<file path="src/rtl/fcsc_pkg.sv">
// ----------------------------------------------------------------------------
// fcsc_pkg
// Shared types, codes and the CRC-8 step for the frame seal/check block.
// ----------------------------------------------------------------------------
`default_nettype none

package fcsc_pkg;

    localparam int BODY_START_DEF = 10;

    localparam int CFG_IDX_W = 1;
    localparam int CFG_DATA_W = 8;

    localparam logic [CFG_IDX_W-1:0] CFG_SEAL_MODE  = 1'd0;
    localparam logic [CFG_IDX_W-1:0] CFG_SYNC_VALUE = 1'd1;

    localparam logic [7:0] SYNC_RESET = 8'hAA;
    localparam logic [7:0] CRC_POLY   = 8'h8C;

    localparam logic [2:0] ST_GOOD      = 3'd0;
    localparam logic [2:0] ST_BAD_SYNC  = 3'd1;
    localparam logic [2:0] ST_BAD_SUM   = 3'd2;
    localparam logic [2:0] ST_BAD_CRC   = 3'd3;
    localparam logic [2:0] ST_TOO_SHORT = 3'd4;

    typedef struct packed {
        logic [7:0] data_byte;
        logic       frame_start;
    } t_in_beat;

    typedef struct packed {
        logic [7:0] byte_out;
        logic       frame_last;
        logic [2:0] status;
    } t_out_beat;

    typedef struct packed {
        logic       seal_mode;
        logic [7:0] sync_value;
    } t_cfg;

    // one byte through the reflected CRC-8, LSB first
    function automatic logic [7:0] crc8_step(input logic [7:0] crc, input logic [7:0] b);
        logic [7:0] c;
        c = crc ^ b;
        for (int i = 0; i < 8; i++) begin
            c = c[0] ? ((c >> 1) ^ CRC_POLY) : (c >> 1);
        end
        return c;
    endfunction

endpackage

`default_nettype wire

</file>
<file path="src/rtl/fcsc_core.sv">
// ----------------------------------------------------------------------------
// fcsc_core
// Frame tracking state, running CRC and checksum, and the result of each beat.
// ----------------------------------------------------------------------------
`default_nettype none

module fcsc_core #(
    parameter int BODY_START = fcsc_pkg::BODY_START_DEF
) (
    input  wire                    i_clk,
    input  wire                    i_rst_n,
    input  wire                    i_accept,
    input  fcsc_pkg::t_in_beat     i_beat,
    input  fcsc_pkg::t_cfg         i_cfg,
    output fcsc_pkg::t_out_beat    o_res
);
    import fcsc_pkg::*;

    localparam logic [7:0] BODY_START_B = 8'(BODY_START);

    logic [7:0] r_pos, n_pos;
    logic [7:0] r_len, n_len;
    logic [7:0] r_sum, n_sum;
    logic [7:0] r_crc, n_crc;
    logic       r_sync_good, n_sync_good;
    logic       r_in_frame, n_in_frame;

    logic [7:0] pos_inc;
    logic [7:0] outb;
    logic [7:0] sum_chk;

    always_comb begin
        n_pos       = r_pos;
        n_len       = r_len;
        n_sum       = r_sum;
        n_crc       = r_crc;
        n_sync_good = r_sync_good;
        n_in_frame  = r_in_frame;
        pos_inc     = r_pos + 8'd1;
        sum_chk     = r_sum - i_beat.data_byte;
        outb        = i_beat.data_byte;
        o_res       = '{byte_out: i_beat.data_byte, frame_last: 1'b0, status: ST_GOOD};

        if (i_beat.frame_start) begin
            n_pos       = '0;
            n_len       = '0;
            n_in_frame  = 1'b1;
            n_sync_good = (i_beat.data_byte == i_cfg.sync_value);
            n_sum       = '0;
            n_crc       = '0;
        end else if (r_in_frame) begin
            n_pos = pos_inc;
            if (pos_inc == 8'd1) begin
                n_len = i_beat.data_byte;
                n_sum = sum_chk;
                if (i_beat.data_byte <= BODY_START_B) begin
                    o_res.frame_last = 1'b1;
                    o_res.status     = ST_TOO_SHORT;
                    n_in_frame       = 1'b0;
                end
            end else if (pos_inc == r_len) begin
                if (i_cfg.seal_mode) begin
                    outb = r_sum;
                end else begin
                    n_sum = sum_chk;
                    if (!r_sync_good) begin
                        o_res.status = ST_BAD_SYNC;
                    end else if (sum_chk != 8'd0) begin
                        o_res.status = ST_BAD_SUM;
                    end else if (r_crc != 8'd0) begin
                        o_res.status = ST_BAD_CRC;
                    end
                end
                o_res.frame_last = 1'b1;
                n_in_frame       = 1'b0;
            end else begin
                if (i_cfg.seal_mode && (pos_inc + 8'd1) == r_len) begin
                    outb = r_crc;
                end else if (pos_inc >= BODY_START_B) begin
                    n_crc = crc8_step(r_crc, i_beat.data_byte);
                end
                n_sum = r_sum - outb;
            end
        end
        o_res.byte_out = outb;
    end

    always_ff @(posedge i_clk) begin
        if (!i_rst_n) begin
            r_pos       <= '0;
            r_len       <= '0;
            r_sum       <= '0;
            r_crc       <= '0;
            r_sync_good <= 1'b0;
            r_in_frame  <= 1'b0;
        end else if (i_accept) begin
            r_pos       <= n_pos;
            r_len       <= n_len;
            r_sum       <= n_sum;
            r_crc       <= n_crc;
            r_sync_good <= n_sync_good;
            r_in_frame  <= n_in_frame;
        end
    end

endmodule

`default_nettype wire

</file>
<file path="src/rtl/fcsc_out_reg.sv">
// ----------------------------------------------------------------------------
// fcsc_out_reg
// Result register with valid/ready; takes a new beat when empty or draining.
// ----------------------------------------------------------------------------
`default_nettype none

module fcsc_out_reg (
    input  wire                    i_clk,
    input  wire                    i_rst_n,
    input  wire                    i_load,
    input  fcsc_pkg::t_out_beat    i_beat,
    input  wire                    i_ready,
    output logic                   o_can_load,
    output logic                   o_valid,
    output fcsc_pkg::t_out_beat    o_beat
);
    import fcsc_pkg::*;

    logic      r_valid;
    t_out_beat r_beat;

    assign o_can_load = !r_valid || i_ready;
    assign o_valid    = r_valid;
    assign o_beat     = r_beat;

    always_ff @(posedge i_clk) begin
        if (!i_rst_n) begin
            r_valid <= 1'b0;
        end else if (o_can_load) begin
            r_valid <= i_load;
        end
    end

    always_ff @(posedge i_clk) begin
        if (i_load && o_can_load) begin
            r_beat <= i_beat;
        end
    end

endmodule

`default_nettype wire

</file>
<file path="src/rtl/frame_crc8_checksum_seal_check.sv">
// ----------------------------------------------------------------------------
// frame_crc8_checksum_seal_check
// Frame seal/check: CRC-8 (reflected 0x8C) over the body, two's-complement
// checksum over bytes 1..L.
//
// Input channel (i_in_valid/o_in_ready) takes one frame byte per beat, with
// frame_start marking byte 0. Output channel (o_out_valid/i_out_ready) gives
// exactly one result beat per input beat: the byte (or inserted CRC/checksum
// in seal mode), a last flag and a status code on the last byte.
// The result is registered: it appears in the cycle after the input beat is
// accepted; one beat per cycle is sustained while the receiver is ready. The
// per-byte CRC and sum update sit between the frame state and result registers.
// When the receiver stalls, the result register holds and o_in_ready drops
// until it is taken; input ready follows output ready in the same cycle.
// Reset clears the frame state and result valid flag and loads the registers
// with check mode and sync value 0xAA. Registers must be written via i_cfg_we,
// i_cfg_idx, i_cfg_data only while no frame is in flight; this is not enforced.
// ----------------------------------------------------------------------------
`default_nettype none

module frame_crc8_checksum_seal_check #(
    parameter int BODY_START = fcsc_pkg::BODY_START_DEF
) (
    input  wire                                i_clk,
    input  wire                                i_rst_n,
    input  wire                                i_in_valid,
    output logic                               o_in_ready,
    input  fcsc_pkg::t_in_beat                 i_in_beat,
    output logic                               o_out_valid,
    input  wire                                i_out_ready,
    output fcsc_pkg::t_out_beat                o_out_beat,
    input  wire                                i_cfg_we,
    input  wire [fcsc_pkg::CFG_IDX_W-1:0]      i_cfg_idx,
    input  wire [fcsc_pkg::CFG_DATA_W-1:0]     i_cfg_data
);
    import fcsc_pkg::*;

    logic      r_seal_mode;
    logic [7:0] r_sync_value;
    t_cfg      cfg;
    t_out_beat res;
    logic      can_load;
    logic      accept;

    assign cfg        = '{seal_mode: r_seal_mode, sync_value: r_sync_value};
    assign o_in_ready = can_load;
    assign accept     = i_in_valid && can_load;

    always_ff @(posedge i_clk) begin
        if (!i_rst_n) begin
            r_seal_mode  <= 1'b0;
            r_sync_value <= SYNC_RESET;
        end else if (i_cfg_we) begin
            unique case (i_cfg_idx)
                CFG_SEAL_MODE:  r_seal_mode  <= i_cfg_data[0];
                CFG_SYNC_VALUE: r_sync_value <= i_cfg_data[7:0];
                default: ;
            endcase
        end
    end

    fcsc_core #(
        .BODY_START (BODY_START)
    ) u_core (
        .i_clk    (i_clk),
        .i_rst_n  (i_rst_n),
        .i_accept (accept),
        .i_beat   (i_in_beat),
        .i_cfg    (cfg),
        .o_res    (res)
    );

    fcsc_out_reg u_out (
        .i_clk      (i_clk),
        .i_rst_n    (i_rst_n),
        .i_load     (i_in_valid),
        .i_beat     (res),
        .i_ready    (i_out_ready),
        .o_can_load (can_load),
        .o_valid    (o_out_valid),
        .o_beat     (o_out_beat)
    );

    // error codes only ever appear on the closing beat
    a_status_on_last: assert property (@(posedge i_clk) disable iff (!i_rst_n)
        o_out_valid && o_out_beat.status != ST_GOOD |-> o_out_beat.frame_last)
        else $error("status set on a beat that does not close a frame");

    // every accepted beat yields a result next cycle
    a_accept_result: assert property (@(posedge i_clk) disable iff (!i_rst_n)
        accept |=> o_out_valid)
        else $error("accepted beat produced no result");

    // sealing never reports check errors
    a_seal_status: assert property (@(posedge i_clk) disable iff (!i_rst_n)
        o_out_valid && r_seal_mode && o_out_beat.status != ST_GOOD
        |-> o_out_beat.status == ST_TOO_SHORT)
        else $error("check error reported in seal mode");

endmodule

`default_nettype wire
</file>
<file path="config.mk">
export PLATFORM = sky130hd
export DESIGN_NAME = frame_crc8_checksum_seal_check
export DESIGN_NICKNAME = d
export VERILOG_FILES = /design/src/rtl/fcsc_pkg.sv /design/src/rtl/fcsc_core.sv /design/src/rtl/fcsc_out_reg.sv /design/src/rtl/frame_crc8_checksum_seal_check.sv
export SDC_FILE = /design/constraint.sdc
export NUM_CORES = 1
export LEC_CHECK = 0
export CAP_MARGIN = 20
export CORE_MARGIN = 1.5
export CORE_UTILIZATION = 55
export DETAILED_ROUTE_END_ITERATION = 12
export DONT_BUFFER_PORTS = 1
export GPL_TIMING_DRIVEN = 0
export PLACE_DENSITY_LB_ADDON = 0.1
export SLEW_MARGIN = 40
export SYNTH_ARGS = -nofsm -noshare
export SYNTH_HDL_FRONTEND = slang
export SYNTH_SLANG_ARGS = --single-unit
</file>
<file path="constraint.sdc">
create_clock -name i_clk -period 5.7 [get_ports i_clk]
set_clock_uncertainty 0.2 [all_clocks]
set_input_delay 0.57 -clock i_clk [delete_from_list [all_inputs] [get_ports i_clk]]
set_output_delay 0.57 -clock i_clk [all_outputs]
set_load 0.1 [all_outputs]
</file>
==> metrics.md <==
| Metric | Value |
|---|---|
| Layout Nets | `576` |
| Max-Cap Viols | `0` |
| Number of remaining DRC errors | `0` |
| Run status | `completed` |
| Die area | `8210 µm²` |
| Ranking of synthesized cells by area | `dfxtp_1 (21%), xnor2_1 (11%), edfxtp_1 (8.5%)` |
| Die W | `90.6 µm` |
| Post-Synth Simple-Gate Area | `22.2%` |
| Final setup viols | `0` |
| FF/Latch Area | `1240 µm²` |
| Crit path max fanout | `10` |
| Cell Area, Synth | `4220 µm²` |
| F_max | `194 MHz` |
| Dpl hpwl | `8810 µm` |
| Crit share post-route | `90.5%` |
| Initial antenna violation count | `0` |
| Clock root cell | `clkbuf_8` |
| Seq/Total Area, Yosys | `29.4%` |
| Hold Path Depth | `2` |
| Setup Buffers After CTS | `0` |
| Cts hold-fix bufs | `0` |
| Via count | `3944` |
| PD cells | `185 nW/µm²` |
| H-Tree Depth | `2` |
| Port bufs | `0` |
| WP buf/inv | `1` |
| Final instance area | `4460 µm²` |
| # rows | `31` |
| Xor-xnor portion of the synthesized cell area | `12.9%` |
| Async set-reset flop share out of synthesis | `0%` |
| Largest net degree at the start of global routing | `19` |
| Critical path data arrival time | `5.20 ns` |
| Wire length per cell | `18.3 µm` |
| Vias in the first global route | `3713` |
| Mapped Cells | `526` |
| Required time of the critical path | `5.75 ns` |
| Area grow syn2layout | `5.48%` |
| Multi-input gate area | `2740 µm²` |
| Synth warnings | `0` |
| Post-route setup TNS | `0 ns` |
| GP Congestion | `0.908` |
| Reg2Reg Depth | `16` |
| HP Class | `input pin to flip-flop` |
| Adder-cell share of the synthesized area | `5.98%` |
| Filler cells | `686` |
| Total gr overflow | `0` |
| Layout cells sized above 1 | `6.17%` |
| Measured slew at the worst slew-check pin | `0.894 ns` |
| Clock slew at reported path FFs | `0.10 ns` |
| CTS tree | `built` |
| CP Launch Type | `flip-flop` |
| DIE HEIGHT | `90.6 µm` |
| Setup crit end kind | `flip-flop` |
| Multiplexer share of the synthesized area | `1.95%` |
| Placed inst area | `4370 µm²` |
| Compound-Gate Fraction of Synth Area | `21.6%` |
| Final wirelength | `11600 µm` |
| # diodes | `0` |
| Top-level port count | `37` |
| Max VDD drop | `0.110 mV` |
| Post-synth top flop | `dfxtp_1` |
| CTS Buf Count | `5` |
| Avg Inst Size Synth | `8.03 µm²` |
| Cell Chain, Critical Path | `ha_1, buf_2, xor2_1, nand4_1, a311oi_1, xnor2_1, nand2_2, nand2_1, nand2_1, ha_1, fa_1, a2111oi_1, nor3_1, o2111a_1, or4_1, o221ai_1` |
| CP max stage cell | `a311oi_1` |
| Worst skew pair latency | `0.32 ns` |
| Global-route wire length before repair | `18600 µm` |
| Crit path max-delay family | `simple AND/OR/NAND/NOR gates` |
| Initial Util | `57.6%` |
| # resized after CTS | `0` |
| Initial drt markers | `361` |
| Core Area | `7330 µm²` |
| Initial DRT Pass Iterations | `5` |
| Max_slew headroom | `40.5%` |
| Lkg Pwr | `1.60 nW` |
| FF+latch count, synth | `56` |
| Longest Clk Path Bufs | `2` |
| Hold Violations, Final | `0` |
| Yosys top cell by area | `dfxtp_1` |
| Number of flops mapped to enable cells by yosys | `12` |
| RSZ-0062 raised after global routing | `no` |
| Top cell type's share of synthesized area | `20.9%` |
| CTS sink cnt | `56` |
| ANT nets after route | `0` |
| Crit-path max cell delay | `0.55 ns` |
| Syn_nets | `568` |
| Slew Limit Fails | `0` |
| Vias per cell | `6.22` |
| Total GRT Usage | `28.5%` |
| Crit path depth | `16` |
| Largest family of logic cells by synthesized area | `simple AND/OR/NAND/NOR gates` |
| CP Class | `flip-flop to flip-flop` |
| Synth unique cells | `67` |
| Tmin final | `5.16 ns` |
-- worst register-to-register path, cell delays in order (launching register included) --
cell and delay, ns:
dfxtp_1 0.50, ha_1 0.20, buf_2 0.22, xor2_1 0.22, nand4_1 0.21, a311oi_1 0.55, xnor2_1 0.32, nand2_2 0.27
nand2_1 0.14, nand2_1 0.11, ha_1 0.23, fa_1 0.47, a2111oi_1 0.54, nor3_1 0.13, o2111a_1 0.19, or4_1 0.52
o221ai_1 0.08
-- cell usage in the layout (no fill, tap or decap), types with 9 or more instances in the layout --
cell,netlist,routed
a22oi_1,22,22
nor2_1,52,52
ha_1,17,17
clkbuf_1,21,22
inv_1,27,27
nor3_1,13,12
or3_1,9,9
nand3_1,13,13
nand2_1,41,41
o21ai_0,21,21
edfxtp_1,12,12
a21oi_1,47,47
xor2_1,10,10
xnor2_1,52,52
dfxtp_1,44,43
-- area by class of cell --
type	instances	area share [%]
clock inverters	2	0.253
plain buffers	33	3.45
repair buffers	1	0.337
inverters	27	2.27
flip-flops and latches	56	27.9
multi-input cells	410	61.4
well taps	99	2.78
clock buffers	6	1.63
-- registers in the layout (all words and copies together) (netlist names) --
name and flops:
u_core.r_pos 8, u_core.r_sum 8, u_core.r_in_frame 1, u_core.r_sync_good 1
u_core.r_crc 8, u_out.o_valid 1, u_out.o_beat 12, u_core.r_len 8
r_seal_mode 1, r_sync_value 8
-- final timing paths --
kind / from / end / slack [ns]
setup / recovery: u_core.r_pos[1] / u_core.r_sum[6] / 0.54
hold / removal: i_in_valid / u_out.o_valid / 0.16
setup reg to reg: u_core.r_pos[1] / u_core.r_sum[6] / 0.54
hold reg to reg: r_sync_value[0] / r_sync_value[0] / 0.27
-- layer usage --
| layer | share of wire (%) | wire [µm] | track usage (%) | vias to the layer above |
|---|---|---|---|---|
| li1 | - | - | - | 1880 |
| met1 | 45 | 5250 | 40.4 | 1866 |
| met2 | 44 | 5050 | 43.5 | 171 |
| met3 | 8.1 | 939 | 3.79 | 27 |
| met4 | 3.0 | 346 | 11.6 | 0 |
| met5 | 0 | 0 | 0 | - |
-- kinds of logic after synthesis --
logic type,count (synthesis)
AOI/OAI and AO/OA,138
xor gates and xnor gates,62
adders and majority gates,19
buffers and inverters,60
DFF,56
muxes,8
and+or+nand+nor,183
-- where the power goes --
| part | switching, mW | internal (mW) | leakage, nW | total, mW |
|---|---|---|---|---|
| Sequential | 0.0410 | 0.417 | 0.475 | 0.458 |
| Clock | 0.135 | 0.0858 | 0.0388 | 0.221 |
| Combinational | 0.0935 | 0.0547 | 1.09 | 0.148 |
| Total | 0.269 | 0.557 | 1.60 | 0.826 |
-- Yosys cell counts, types with 3 or more instances --
master / instances
xor2_1: 10
o22ai_1: 4
o22a_1: 4
nand3b_1: 3
nor2b_1: 5
or3_1: 9
o21a_1: 3
o21ai_0: 21
dfxtp_1: 44
inv_1: 27
nand4_1: 4
nand2b_1: 9
or4_1: 3
buf_2: 6
nand3_1: 13
and2_1: 5
nor2_1: 52
a31oi_1: 6
ha_1: 17
nand2_1: 41
o211ai_1: 3
and4_1: 3
and3_1: 3
mux2i_1: 6
clkbuf_1: 21
nor3_1: 13
a21oi_1: 47
a22oi_1: 22
xnor2_1: 52
edfxtp_1: 12
nor4_1: 5
-- metrics by stage --
stage	setup WS (ns)	instances	total power, mW	utilization, %	hold slack [ns]
after global routing	0.230	634	0.859	60.8	0.166
after global placement	0.713	625	0.608	59.3	0.255
final	0.543	634	0.826	60.8	0.164
after detailed placement	0.628	626	0.613	59.6	0.260
after CTS	0.610	634	0.828	60.7	0.164
after floorplan	1.23	526	0.579	-	0.249
Power figures use the tool's default switching activity.
